===== config.mk =====
export PLATFORM = sky130hd
export DESIGN_NAME = can_table_request_responder
export DESIGN_NICKNAME = d
export VERILOG_FILES = /design/src/sv/cantrr_pkg.sv /design/src/sv/cantrr_cfg.sv /design/src/sv/cantrr_decode.sv /design/src/sv/cantrr_store.sv /design/src/sv/can_table_request_responder.sv
export VERILOG_INCLUDE_DIRS = /design/src /design/src/sv
export SDC_FILE = /design/constraint.sdc
export NUM_CORES = 1
export LEC_CHECK = 0
export BUFFER_PORTS_ARGS = -buffer_cell sky130_fd_sc_hd__buf_4
export CAP_MARGIN = 25
export CORE_ASPECT_RATIO = 1.5
export CORE_UTILIZATION = 35
export DETAILED_ROUTE_END_ITERATION = 10
export PLACE_DENSITY = 0.57
export SLEW_MARGIN = 40
export SYNTH_ARGS = -nofsm -noshare
export SYNTH_HDL_FRONTEND = slang
export SYNTH_SLANG_ARGS = --single-unit

===== constraint.sdc =====
create_clock -name clk_i -period 9.6 [get_ports clk_i]
set_input_delay 1.92 -clock clk_i [delete_from_list [all_inputs] [get_ports clk_i]]
set_output_delay 1.92 -clock clk_i [all_outputs]
set_load 0.01 [all_outputs]

===== src/sv/can_table_request_responder_macros.svh =====
// assertion helpers for the can table request responder
`ifndef CAN_TABLE_REQUEST_RESPONDER_MACROS_SVH
`define CAN_TABLE_REQUEST_RESPONDER_MACROS_SVH
`ifndef ASSERT_OFF
// property must hold on every rising clock edge outside reset
`define CANTRR_ASSERT(lbl, clk, rstn, prop) \
  lbl: assert property (@(posedge clk) disable iff (!rstn) prop) \
    else $error("cantrr assertion failed");
// expression must never be true outside reset
`define CANTRR_ASSERT_NEVER(lbl, clk, rstn, expr) \
  lbl: assert property (@(posedge clk) disable iff (!rstn) !(expr)) \
    else $error("cantrr forbidden condition seen");
`else
`define CANTRR_ASSERT(lbl, clk, rstn, prop)
`define CANTRR_ASSERT_NEVER(lbl, clk, rstn, expr)
`endif
`endif


===== src/sv/cantrr_pkg.sv =====
package cantrr_pkg;

  // message types carried in the extended id
  localparam logic [2:0] TypeCmd = 3'd0;
  localparam logic [2:0] TypeReq = 3'd1;
  localparam logic [2:0] TypeRsp = 3'd2;

  // status table served on requests
  localparam logic [4:0] StatusTable    = 5'd7;
  localparam logic [9:0] StatusOffFault = 10'd2;
  localparam logic [9:0] StatusOffSpeed = 10'd10;

  // writable table window
  localparam logic [4:0]  StoreTable    = 5'd9;
  localparam logic [9:0]  StoreOffBase  = 10'd256;
  localparam logic [10:0] StoreOffLimit = 11'd512;

  localparam logic [3:0] MaxLen = 4'd8;

  // configuration register indexes and reset values
  localparam logic RegNodeId = 1'b0;
  localparam logic RegBaseId = 1'b1;
  localparam logic [3:0]  NodeIdReset = 4'd5;
  localparam logic [10:0] BaseIdReset = 11'd1512;

  // one received frame plus the live status words
  typedef struct packed {
    logic               is_extended;
    logic [28:0]        frame_id;
    logic [3:0]         frame_len;
    logic [63:0]        frame_payload;
    logic [15:0]        fault_word;
    logic [15:0]        vehicle_speed;
    logic signed [15:0] accel_x_hundredths;
    logic signed [15:0] accel_y_hundredths;
    logic signed [15:0] accel_z_hundredths;
  } item_t;

  // result of one frame
  typedef struct packed {
    logic        accepted;
    logic        send_response;
    logic [28:0] response_id;
    logic [3:0]  response_len;
    logic [63:0] response_payload;
    logic [3:0]  bytes_stored;
  } result_t;

  // state update requested by one frame
  typedef struct packed {
    logic        grp_we;
    logic [1:0]  grp_idx;
    logic [63:0] data;
    logic [7:0]  lane_en;
    logic [8:0]  tbl_base;
  } store_wr_t;

endpackage


===== src/sv/cantrr_cfg.sv =====
module cantrr_cfg (
  input  logic        clk_i,
  input  logic        rst_ni,
  input  logic        psel,
  input  logic        penable,
  input  logic        pwrite,
  input  logic [2:0]  paddr,
  input  logic [31:0] pwdata,
  output logic [31:0] prdata,
  output logic        pready,
  output logic [3:0]  node_id_o,
  output logic [10:0] base_id_o
);

  logic [3:0]  node_id_q, node_id_d;
  logic [10:0] base_id_q, base_id_d;
  logic        wr_en;
  logic        reg_idx;

  assign pready  = 1'b1;
  assign wr_en   = psel & penable & pwrite & pready;
  assign reg_idx = paddr[2];

  // register write decode
  always_comb begin
    node_id_d = node_id_q;
    base_id_d = base_id_q;
    if (wr_en) begin
      case (reg_idx)
        cantrr_pkg::RegNodeId: node_id_d = pwdata[3:0];
        cantrr_pkg::RegBaseId: base_id_d = pwdata[10:0];
        default: ;
      endcase
    end
  end

  always_ff @(posedge clk_i or negedge rst_ni) begin
    if (!rst_ni) begin
      node_id_q <= cantrr_pkg::NodeIdReset;
      base_id_q <= cantrr_pkg::BaseIdReset;
    end else begin
      node_id_q <= node_id_d;
      base_id_q <= base_id_d;
    end
  end

  // read mux
  always_comb begin
    case (reg_idx)
      cantrr_pkg::RegNodeId: prdata = {28'd0, node_id_q};
      cantrr_pkg::RegBaseId: prdata = {21'd0, base_id_q};
      default:               prdata = 32'd0;
    endcase
  end

  assign node_id_o = node_id_q;
  assign base_id_o = base_id_q;

endmodule


===== src/sv/cantrr_decode.sv =====
module cantrr_decode #(
  parameter int StoreBytes = 256
) (
  input  cantrr_pkg::item_t     item_i,
  input  logic [3:0]            node_id_i,
  input  logic [10:0]           base_id_i,
  output cantrr_pkg::result_t   result_o,
  output cantrr_pkg::store_wr_t wr_o
);

  logic [4:0]  table_no;
  logic [3:0]  dest;
  logic [3:0]  src;
  logic [2:0]  msg_kind;
  logic [9:0]  offset;
  logic [7:0]  b0, b1, b2;
  logic [9:0]  roff;
  logic [3:0]  req_len;
  logic [3:0]  wr_len;
  logic [11:0] base_top;
  logic        std_hit;
  logic [28:0] std_diff;
  logic        for_me;
  logic        is_store;
  logic [8:0]  tbl_base;
  logic [7:0]  lane_en;
  logic [10:0] lane_idx;

  // extended id fields
  assign table_no = {item_i.frame_id[2], item_i.frame_id[6:3]};
  assign dest     = item_i.frame_id[10:7];
  assign src      = item_i.frame_id[14:11];
  assign msg_kind = item_i.frame_id[17:15];
  assign offset   = item_i.frame_id[27:18];

  // request fields from the payload
  assign b0      = item_i.frame_payload[63:56];
  assign b1      = item_i.frame_payload[55:48];
  assign b2      = item_i.frame_payload[47:40];
  assign roff    = {b1[6:0], b2[7:5]};
  assign req_len = (b2[3:0] > cantrr_pkg::MaxLen) ? cantrr_pkg::MaxLen : b2[3:0];
  assign wr_len  = (item_i.frame_len > cantrr_pkg::MaxLen) ? cantrr_pkg::MaxLen
                                                           : item_i.frame_len;

  // standard id window, compared without wrap
  assign base_top = {1'b0, base_id_i} + 12'd3;
  assign std_hit  = !item_i.is_extended
                  && (item_i.frame_id >= {18'd0, base_id_i})
                  && (item_i.frame_id <= {17'd0, base_top});
  assign std_diff = item_i.frame_id - {18'd0, base_id_i};

  assign for_me = item_i.is_extended && (dest == node_id_i);

  // table store window check
  assign is_store = for_me
                  && (msg_kind == cantrr_pkg::TypeCmd || msg_kind == cantrr_pkg::TypeRsp)
                  && (table_no == cantrr_pkg::StoreTable)
                  && (offset >= cantrr_pkg::StoreOffBase)
                  && (({1'b0, offset} + {7'd0, wr_len}) <= cantrr_pkg::StoreOffLimit);
  assign tbl_base = 9'(offset - cantrr_pkg::StoreOffBase);

  // per-lane byte enables, dropping bytes past the store end
  always_comb begin
    lane_en  = '0;
    lane_idx = '0;
    for (int i = 0; i < 8; i++) begin
      lane_idx   = {2'b00, tbl_base} + 11'(i);
      lane_en[i] = is_store && (4'(i) < wr_len) && (lane_idx < 11'(StoreBytes));
    end
  end

  // result assembly
  always_comb begin
    result_o = '0;
    if (std_hit) begin
      result_o.accepted = 1'b1;
    end else if (for_me) begin
      result_o.accepted = 1'b1;
      if (msg_kind == cantrr_pkg::TypeReq) begin
        result_o.send_response = 1'b1;
        result_o.response_id   = {1'b0, roff, cantrr_pkg::TypeRsp, node_id_i, src,
                                  b0[3:0], b0[4], 2'b00};
        result_o.response_len  = req_len;
        if (table_no == cantrr_pkg::StatusTable
            && offset == cantrr_pkg::StatusOffFault) begin
          result_o.response_payload = {item_i.fault_word,
                                       item_i.accel_x_hundredths,
                                       item_i.accel_y_hundredths,
                                       item_i.accel_z_hundredths};
        end else if (table_no == cantrr_pkg::StatusTable
                     && offset == cantrr_pkg::StatusOffSpeed) begin
          result_o.response_payload = {item_i.vehicle_speed, 48'd0};
        end
      end
    end
    result_o.bytes_stored = 4'($countones(lane_en));
  end

  // state update
  assign wr_o.grp_we   = std_hit;
  assign wr_o.grp_idx  = std_diff[1:0];
  assign wr_o.data     = item_i.frame_payload;
  assign wr_o.lane_en  = lane_en;
  assign wr_o.tbl_base = tbl_base;

endmodule


===== src/sv/cantrr_store.sv =====
module cantrr_store #(
  parameter int StoreBytes = 256
) (
  input  logic                  clk_i,
  input  logic                  rst_ni,
  input  logic                  wr_valid_i,
  input  cantrr_pkg::store_wr_t wr_i
);

  // table store split into even and odd 8-byte rows so an unaligned
  // 8-byte write touches each bank at one row
  localparam int BankRows = (StoreBytes + 15) / 16;
  localparam int RowAw    = (BankRows > 1) ? $clog2(BankRows) : 1;

  logic [63:0] grp_q [4];
  logic [63:0] even_mem [BankRows];
  logic [63:0] odd_mem  [BankRows];

  logic [9:0]  even_row, odd_row;
  logic [7:0]  even_be, odd_be;
  logic [63:0] even_data, odd_data;
  logic [9:0]  pos;

  // route payload lanes to bank byte positions
  always_comb begin
    even_row  = {5'd0, wr_i.tbl_base[8:4]} + {9'd0, wr_i.tbl_base[3]};
    odd_row   = {5'd0, wr_i.tbl_base[8:4]};
    even_be   = '0;
    odd_be    = '0;
    even_data = '0;
    odd_data  = '0;
    pos       = '0;
    for (int i = 0; i < 8; i++) begin
      pos = {1'b0, wr_i.tbl_base} + 10'(i);
      if (wr_valid_i && wr_i.lane_en[i]) begin
        if (pos[3]) begin
          odd_be[pos[2:0]]         = 1'b1;
          odd_data[pos[2:0]*8 +: 8] = wr_i.data[63-8*i -: 8];
        end else begin
          even_be[pos[2:0]]         = 1'b1;
          even_data[pos[2:0]*8 +: 8] = wr_i.data[63-8*i -: 8];
        end
      end
    end
  end

  // table store banks
  always_ff @(posedge clk_i) begin
    for (int p = 0; p < 8; p++) begin
      if (even_be[p]) begin
        even_mem[even_row[RowAw-1:0]][p*8 +: 8] <= even_data[p*8 +: 8];
      end
      if (odd_be[p]) begin
        odd_mem[odd_row[RowAw-1:0]][p*8 +: 8] <= odd_data[p*8 +: 8];
      end
    end
  end

  // engine data groups
  always_ff @(posedge clk_i or negedge rst_ni) begin
    if (!rst_ni) begin
      for (int g = 0; g < 4; g++) begin
        grp_q[g] <= '0;
      end
    end else if (wr_valid_i && wr_i.grp_we) begin
      grp_q[wr_i.grp_idx] <= wr_i.data;
    end
  end

endmodule


===== src/sv/can_table_request_responder.sv =====
// a request is held in the input register, decoded, and its result held in the result register
// throughput: one request per cycle unless the output stalls, set by the input and result registers
// the input register, when empty, still takes a request while a result waits under output stall
// reset clears both valid flags, the node id (5), the broadcast base (1512)
// and the engine data groups; the table store is not cleared
`include "can_table_request_responder_macros.svh"

module can_table_request_responder #(
  parameter int STORE_BYTES = 256
) (
  input  logic               clk_i,
  input  logic               rst_ni,
  input  logic               psel,
  input  logic               penable,
  input  logic               pwrite,
  input  logic [2:0]         paddr,
  input  logic [31:0]        pwdata,
  output logic [31:0]        prdata,
  output logic               pready,
  input  logic               in_valid_i,
  output logic               in_stall_o,
  input  logic               is_extended_i,
  input  logic [28:0]        frame_id_i,
  input  logic [3:0]         frame_len_i,
  input  logic [63:0]        frame_payload_i,
  input  logic [15:0]        fault_word_i,
  input  logic [15:0]        vehicle_speed_i,
  input  logic signed [15:0] accel_x_hundredths_i,
  input  logic signed [15:0] accel_y_hundredths_i,
  input  logic signed [15:0] accel_z_hundredths_i,
  output logic               out_valid_o,
  input  logic               out_stall_i,
  output logic               accepted_o,
  output logic               send_response_o,
  output logic [28:0]        response_id_o,
  output logic [3:0]         response_len_o,
  output logic [63:0]        response_payload_o,
  output logic [3:0]         bytes_stored_o
);

  logic [3:0]            node_id;
  logic [10:0]           base_id;
  cantrr_pkg::item_t     in_item;
  cantrr_pkg::item_t     item_q, item_d;
  logic                  s1_valid_q, s1_valid_d;
  logic                  s2_valid_q, s2_valid_d;
  cantrr_pkg::result_t   res_q, res_d;
  cantrr_pkg::result_t   dec_res;
  cantrr_pkg::store_wr_t dec_wr;
  logic                  s1_stall;
  logic                  s1_fire;

  cantrr_cfg u_cfg (
    .clk_i     (clk_i),
    .rst_ni    (rst_ni),
    .psel      (psel),
    .penable   (penable),
    .pwrite    (pwrite),
    .paddr     (paddr),
    .pwdata    (pwdata),
    .prdata    (prdata),
    .pready    (pready),
    .node_id_o (node_id),
    .base_id_o (base_id)
  );

  // gather input fields
  assign in_item = '{
    is_extended:        is_extended_i,
    frame_id:           frame_id_i,
    frame_len:          frame_len_i,
    frame_payload:      frame_payload_i,
    fault_word:         fault_word_i,
    vehicle_speed:      vehicle_speed_i,
    accel_x_hundredths: accel_x_hundredths_i,
    accel_y_hundredths: accel_y_hundredths_i,
    accel_z_hundredths: accel_z_hundredths_i
  };

  // pipeline flow control
  assign s1_stall   = s2_valid_q && out_stall_i;
  assign in_stall_o = s1_valid_q && s1_stall;
  assign s1_fire    = s1_valid_q && !s1_stall;

  always_comb begin
    s1_valid_d = s1_valid_q;
    item_d     = item_q;
    if (!in_stall_o) begin
      s1_valid_d = in_valid_i;
      if (in_valid_i) begin
        item_d = in_item;
      end
    end
  end

  always_comb begin
    s2_valid_d = s2_valid_q;
    res_d      = res_q;
    if (!s1_stall) begin
      s2_valid_d = s1_valid_q;
      if (s1_valid_q) begin
        res_d = dec_res;
      end
    end
  end

  always_ff @(posedge clk_i or negedge rst_ni) begin
    if (!rst_ni) begin
      s1_valid_q <= 1'b0;
      s2_valid_q <= 1'b0;
    end else begin
      s1_valid_q <= s1_valid_d;
      s2_valid_q <= s2_valid_d;
    end
  end

  // payload registers
  always_ff @(posedge clk_i) begin
    item_q <= item_d;
    res_q  <= res_d;
  end

  cantrr_decode #(
    .StoreBytes (STORE_BYTES)
  ) u_decode (
    .item_i    (item_q),
    .node_id_i (node_id),
    .base_id_i (base_id),
    .result_o  (dec_res),
    .wr_o      (dec_wr)
  );

  cantrr_store #(
    .StoreBytes (STORE_BYTES)
  ) u_store (
    .clk_i      (clk_i),
    .rst_ni     (rst_ni),
    .wr_valid_i (s1_fire),
    .wr_i       (dec_wr)
  );

  // outputs
  assign out_valid_o        = s2_valid_q;
  assign accepted_o         = res_q.accepted;
  assign send_response_o    = res_q.send_response;
  assign response_id_o      = res_q.response_id;
  assign response_len_o     = res_q.response_len;
  assign response_payload_o = res_q.response_payload;
  assign bytes_stored_o     = res_q.bytes_stored;

  // checks
  `CANTRR_ASSERT(a_fire_fills_out, clk_i, rst_ni, s1_fire |=> out_valid_o)
  `CANTRR_ASSERT(a_stall_only_full, clk_i, rst_ni, in_stall_o |-> out_valid_o && out_stall_i)
  `CANTRR_ASSERT(a_resp_accepted, clk_i, rst_ni, out_valid_o && send_response_o |-> accepted_o)
  `CANTRR_ASSERT_NEVER(a_store_no_resp, clk_i, rst_ni,
                       out_valid_o && bytes_stored_o != 4'd0 && send_response_o)

endmodule


==> metrics.yaml, run 1 <==
floorplan.die.height_um: 211.3
worst_path_largest_cell_delay_ns: 0.56
powerDensity_mw_per_mm2: 195.4
clk_path_buf_depth: 3
detail_route.first_pass.iterations: 4
clk_pin_slew_ns: 0.06
drv_cap: 0
path_cells: "nor2b_1 > ha_1 > inv_1 > fa_1 > xnor2_1 > a2111oi_2 > o2111ai_1 > a2111oi_0 > ha_1 > inv_1 > fa_1 > inv_1 > fa_1 > ha_1 > fa_1"
met3_usage_pct: 3.718
synth_seq_cells: 247
status: "finished clean"
cts_buffers: 25
num_rows: 76
core_area_mm2: 0.02872
clock_latency_ns: 0.53
vias: 6097
postCtsSetupRepairBufs: 0
grt_start_max_net_pins: 76
fin_nets: 1173
drc: 0
yosysSeqAreaShare_pct: 71.85
hold_viol_final: 0
cts_root_buf: "clkbuf_16"
required_ns: 9.87
placed_cell_area_mm2: 0.01246
final_area_mm2: 0.01333
maxSlewHeadroom_pct: 47.63
worst_pin_slew_ns: 0.7856
synthArstFlopShare_pct: 6.883
synthesis.area_mm2: 0.01022
layout_common_cells: "buf_4, edfxtp_1, and3_1, ha_1, and2_1"
grt_usage_pct: 15.51
setup_viol: 0
met1_usage_pct: 14.99
fin_util_pct: 46.43
avgViaCountPerCell: 4.602
fin_hold_ws_ns: 0.4910
yosysWarnings: 0
drv_slew: 0
finalSetupTns_ns: 0
areaGrowthSynthToFinish_pct: 30.49
layout_commonest_cell: "buf_4"
die_w_um: 141.5
cts-htree-levels: 1
power.leakage_nw: 5.474
wl_um: 23170
drtAntennaViolNets: 0
pin_count: 358
grt_pass1_vias: 6250
top_usage_layer: "met2"
path_class: "reg -> reg"
rsz0062_at_grt: "false"
syn_avg_cell_area_um2: 15.82
gp_congestion: 0.8212
path_common_cell: "fa_1"
critPathCaptureType: "flip-flop"
power_mw: 2.605
fin_skew_ns: 0.01475
crit_arrival_ns: 5.40
worstHoldPathType: "reg -> reg"
cp-start-kind: "flip-flop"
synth_cell_type_count: 60
io_buffers: 262
grt_pass1_wl_um: 34840
ir_worst_vdd_mv: 0.1398
path_max_fanout: 12
fmax_mhz: 195.3
synth_edf_count: 230
cts_hold_buf: 0
cp_slowest_cell: "a2111oi_0"
cts_resized: 0
floorplan.die_area_mm2: 0.02990
ys.flop_type: "edfxtp_1"
clock-sinks: 247
initial_utilization_pct: 35.58
grt_overflow: 0
dp_hpwl_um: 16560
drive_gt1_share_pct: 37.08
grt_use_met2_pct: 30.28
detail_route.wl_per_cell_um: 17.49
drtIter0Drc: 235
fin_crit_ns: 5.121
synth_cells: 646
cts_tree: "done"
period_share_pct: 53.34
antenna_found_initial: 2
## registers in the layout, indices dropped and copies added (netlist names), 4 cells and up
register	count
response_len_o	4
bytes_stored_o	4
response_payload_o	64
item_q	133
u_cfg.base_id_o	11
response_id_o	24
u_cfg.node_id_o	4
## per-layer routing
metal | up-vias | share of wire (%)
li1 | 2922 | -
met1 | 2904 | 34
met2 | 225 | 55
met3 | 46 | 6.8
met4 | 0 | 3.5
met5 | - | 0
## critical path: cells and delay by family (launching register included)
| kind | cells | cell delay, ns |
|---|---|---|
| fa+ha+maj | 7 | 2.47 |
| compound gates | 3 | 1.32 |
| flops | 1 | 0.55 |
| simple gates | 1 | 0.19 |
| buf+inv | 3 | 0.17 |
| xor+xnor | 1 | 0.16 |
## layout make-up
| type | instances | area [µm²] |
|---|---|---|
| clock buffer | 32 | 671.9 |
| fill | 2604 | 15380 |
| inverter | 30 | 115.1 |
| multi-input combinational | 343 | 2520 |
| clock inverter | 14 | 158.9 |
| antenna | 2 | 5.005 |
| timing repair buffer | 267 | 2033 |
| tap | 390 | 488.0 |
| sequential | 247 | 7342 |
## stage by stage
step	instances	setup slack [ns]
after CTS	1321	4.448
after floorplan	671	2.728
after detailed placement	1275	4.461
final	1325	4.479
after global routing	1325	4.089
after global placement	1275	4.510
## Yosys cell counts (2+ instances only)
cell type  count  area share (%)
o31ai_1        2            0.15
nand4b_1       3            0.26
dfrtp_1        9             2.2
nor2b_1        6            0.37
clkbuf_1      13            0.48
buf_6          9            0.99
o211ai_1       2            0.15
inv_1         29             1.1
and4_1         2            0.17
fa_1           5            0.98
nand3_1        8            0.39
buf_4         28             2.1
xor2_1         5            0.43
nand4_1        6            0.37
or3_1          2            0.12
nor4_1         6            0.37
a21o_1         5            0.37
a31oi_1        3            0.18
mux2_2        19             2.1
and3_1        51             3.1
o21ai_0        9            0.44
nor3_1         4            0.20
nand2_1        9            0.33
dfstp_2        8             2.1
edfxtp_1     230              68
ha_1          34             4.2
nor3b_1        3            0.22
o22ai_1        2            0.12
a21oi_1        9            0.44
and2_1        33             2.0
a2111oi_1      2            0.20
conb_1         2           0.073
a22oi_1       15             1.1
a211oi_1       8            0.59
xnor2_1       10            0.86
nand2b_1       2            0.12
nor2_1        30             1.1
## final timing paths
path / end / cells after the start / slack [ns] / start
min in group asynchronous: u_cfg.node_id_o[1] / 1 / 1.24 / rst_ni
worst max register to register: bytes_stored_o[2] / 15 / 4.48 / item_q[147]
worst min register to register: out_valid_o / 1 / 0.49 / s1_valid_q
max in group asynchronous: u_cfg.base_id_o[5] / 1 / 8.09 / rst_ni
worst max-delay path: bytes_stored_o[2] / 15 / 4.48 / item_q[147]
worst min-delay path: out_valid_o / 1 / 0.49 / s1_valid_q
## logic make-up (layout without fill, tap and decap cells)
| logic type | Yosys count | after routing | share of synthesized area [%] |
|---|---|---|---|
| adder cells (fa/ha/maj) | 39 | 39 | 5.143 |
| XOR/XNOR | 15 | 15 | 1.286 |
| AO/OA/AOI/OAI | 70 | 70 | 4.935 |
| buffers and inverters | 81 | 343 | 4.677 |
| multiplexers | 20 | 20 | 2.192 |
| flip-flops | 247 | 247 | 71.85 |
| AND/OR/NAND/NOR | 172 | 172 | 9.845 |
| other | 2 | 29 | 0.07349 |
## power by group
part | internal, mW | switching, mW
Sequential | 1.27 | 0.0477
Clock | 0.579 | 0.406
Combinational | 0.152 | 0.150
Note: power is estimated with default switching activity, not from simulation.
==> run 2: changes to the inputs <==
Clock period 9.6 ns to 5.25 ns, I/O delays scaled along.
==> metrics.yaml, run 2 (same netlist as run 1, synthesis figures left out) <==
antenna_found_initial: 2  # unchanged
startpoint: "item_q[144]"
detail_route.wl_per_cell_um: 17.22  # -1.6%
power.leakage_nw: 5.447  # -0.50%
rsz0062_at_grt: "false"
drtAntennaViolNets: 0  # unchanged
drc: 0  # unchanged
largest_register_ffs: 133  # unchanged
path_class: "reg -> reg"
fin_hold_ws_ns: 0.3762  # -0.1148 ns
cp-start-kind: "flip-flop"
period_share_pct: 92.88  # +40 points
placedCellCount: 1280  # +0.39%
fin_skew_ns: 0.01393  # -0.0008191 ns
avgViaCountPerCell: 4.618  # +0.35%
wl_um: 22690  # -2.1%
floorplan.die.height_um: 211.3  # unchanged
clk_path_buf_depth: 3  # unchanged
hold_viol_final: 0  # unchanged
pin_count: 358  # unchanged
detail_route.first_pass.iterations: 6  # +2
ir_worst_vdd_mv: 0.2568  # +84%
required_ns: 5.51  # -4.36 ns
drtIter0Drc: 164  # -30%
worstHoldPathType: "in -> async"
fin_nets: 1176  # +0.26%
grt_usage_pct: 14.95  # -0.55 points
path_max_fanout: 8  # -4
gp_congestion: 0.8137  # -0.91%
powerDensity_mw_per_mm2: 351.2  # +80%
die_w_um: 141.5  # unchanged
clock_latency_ns: 0.53  # about the same
fin_cells: 1318  # -0.53%
cts_tree: "done"
grt_start_max_net_pins: 74  # -2.6%
grt_overflow: 0  # unchanged
layout_common_cells: "buf_4, edfxtp_1, and3_1, ha_1, and2_1"
worstReg2RegStart: "item_q[144]"
fin_crit_ns: 4.876  # -0.2447 ns
num_rows: 76  # unchanged
critPathCaptureType: "flip-flop"
wl_met1_um: 8430  # +5.7%
clk_pin_slew_ns: 0.07  # about the same
cts_resized: 0  # unchanged
drive_gt1_share_pct: 36.72  # -0.37 points
largest-register: "item_q"
clock-sinks: 247  # unchanged
drv_cap: 0  # unchanged
cts_hold_buf: 0  # unchanged
finalSetupTns_ns: 0  # unchanged
maxSlewHeadroom_pct: 54.01  # +6.4 points
cts_root_buf: "clkbuf_16"
vias: 6086  # -0.18%
top_layer_used: "met4"
grt_pass1_wl_um: 33560  # -3.7%
areaGrowthSynthToFinish_pct: 29.77
crit_arrival_ns: 5.14  # -0.26 ns
layout_commonest_cell: "buf_4"
postCtsSetupRepairBufs: 0  # unchanged
floorplan.die_area_mm2: 0.02990  # unchanged
setup_viol: 0  # unchanged
power_mw: 4.657  # +79%
grt_pass1_vias: 5935  # -5.0%
dp_hpwl_um: 16130  # -2.6%
initial_utilization_pct: 35.58  # unchanged
wl_met2_um: 12270  # -4.3%
core_area_mm2: 0.02872  # unchanged
io_buffers: 262  # unchanged
cts-htree-levels: 1  # unchanged
worst_pin_slew_ns: 0.6898  # -0.09581 ns
drv_slew: 0  # unchanged
status: "finished clean"
fill_cells: 2639  # +1.3%
dr_wl_met3_um: 1282  # -18%
fmax_mhz: 205.1  # +5.0%
cts_buffers: 25  # unchanged
## run 2: cell count changes in the layout (fill, tap and decap cells not counted), sizes merged
cell,before,now
clkbuf,32,28
buf,267,270
clkinv,8,5
inv,32,30
clkinvlp,1,0
## run 2: final timing paths
kind / cells past startpoint / end / slack [ns]
setup reg to reg: 15 / bytes_stored_o[2] / 0.37
setup / recovery: 15 / bytes_stored_o[2] / 0.37
min in group clk_i: 1 / out_valid_o / 0.49
hold reg to reg: 1 / out_valid_o / 0.49
hold / removal: 1 / u_cfg.base_id_o[4] / 0.38
max in group asynchronous: 1 / u_cfg.node_id_o[2] / 4.62
## run 2: critical path, stage by stage, from the launching register on
cell and delay [ns]:
edfxtp_1 0.40, nor2b_1 0.16, ha_1 0.18, inv_1 0.05, fa_1 0.41, xnor2_1 0.16
a2111oi_2 0.36, o2111ai_1 0.38, a2111oi_0 0.54, ha_1 0.23, inv_1 0.05, fa_1 0.53
inv_1 0.06, fa_1 0.47, ha_1 0.22, fa_1 0.42
## run 2: per-stage QoR
step	cell area, µm²	setup WS (ns)	utilization [%]
floorplan	10320	0.5277	-
finish	13260	0.3740	46.17
global route	13260	0.07616	46.17
global placement	12480	0.4185	43.46
CTS	13260	0.3300	46.16
detailed placement	12510	0.3664	43.55
## run 2: area by class of cell
type / count / area, µm² / area share, %
diodes: 2 / 5.005 / 0.03774
clock buffers: 28 / 636.9 / 4.803
clock inverters: 8 / 112.6 / 0.8492
inverters: 30 / 115.1 / 0.8681
multi-input cells: 343 / 2509 / 18.92
flip-flops and latches: 247 / 7342 / 55.37
well taps: 390 / 488.0 / 3.680
repair buffers: 270 / 2052 / 15.47
## run 2: where the power goes
group,total (mW),switching (mW),internal (mW)
combinational,0.551,0.273,0.278
clock,1.70,0.700,1.00
sequential,2.41,0.0820,2.32
total,4.66,1.05,3.60
## run 2: metal layers
metal	vias up	global-route usage, %
met5	-	0
met4	0	6.192
met3	41	2.607
met2	207	28.35
met1	2918	16.21
li1	2920	-
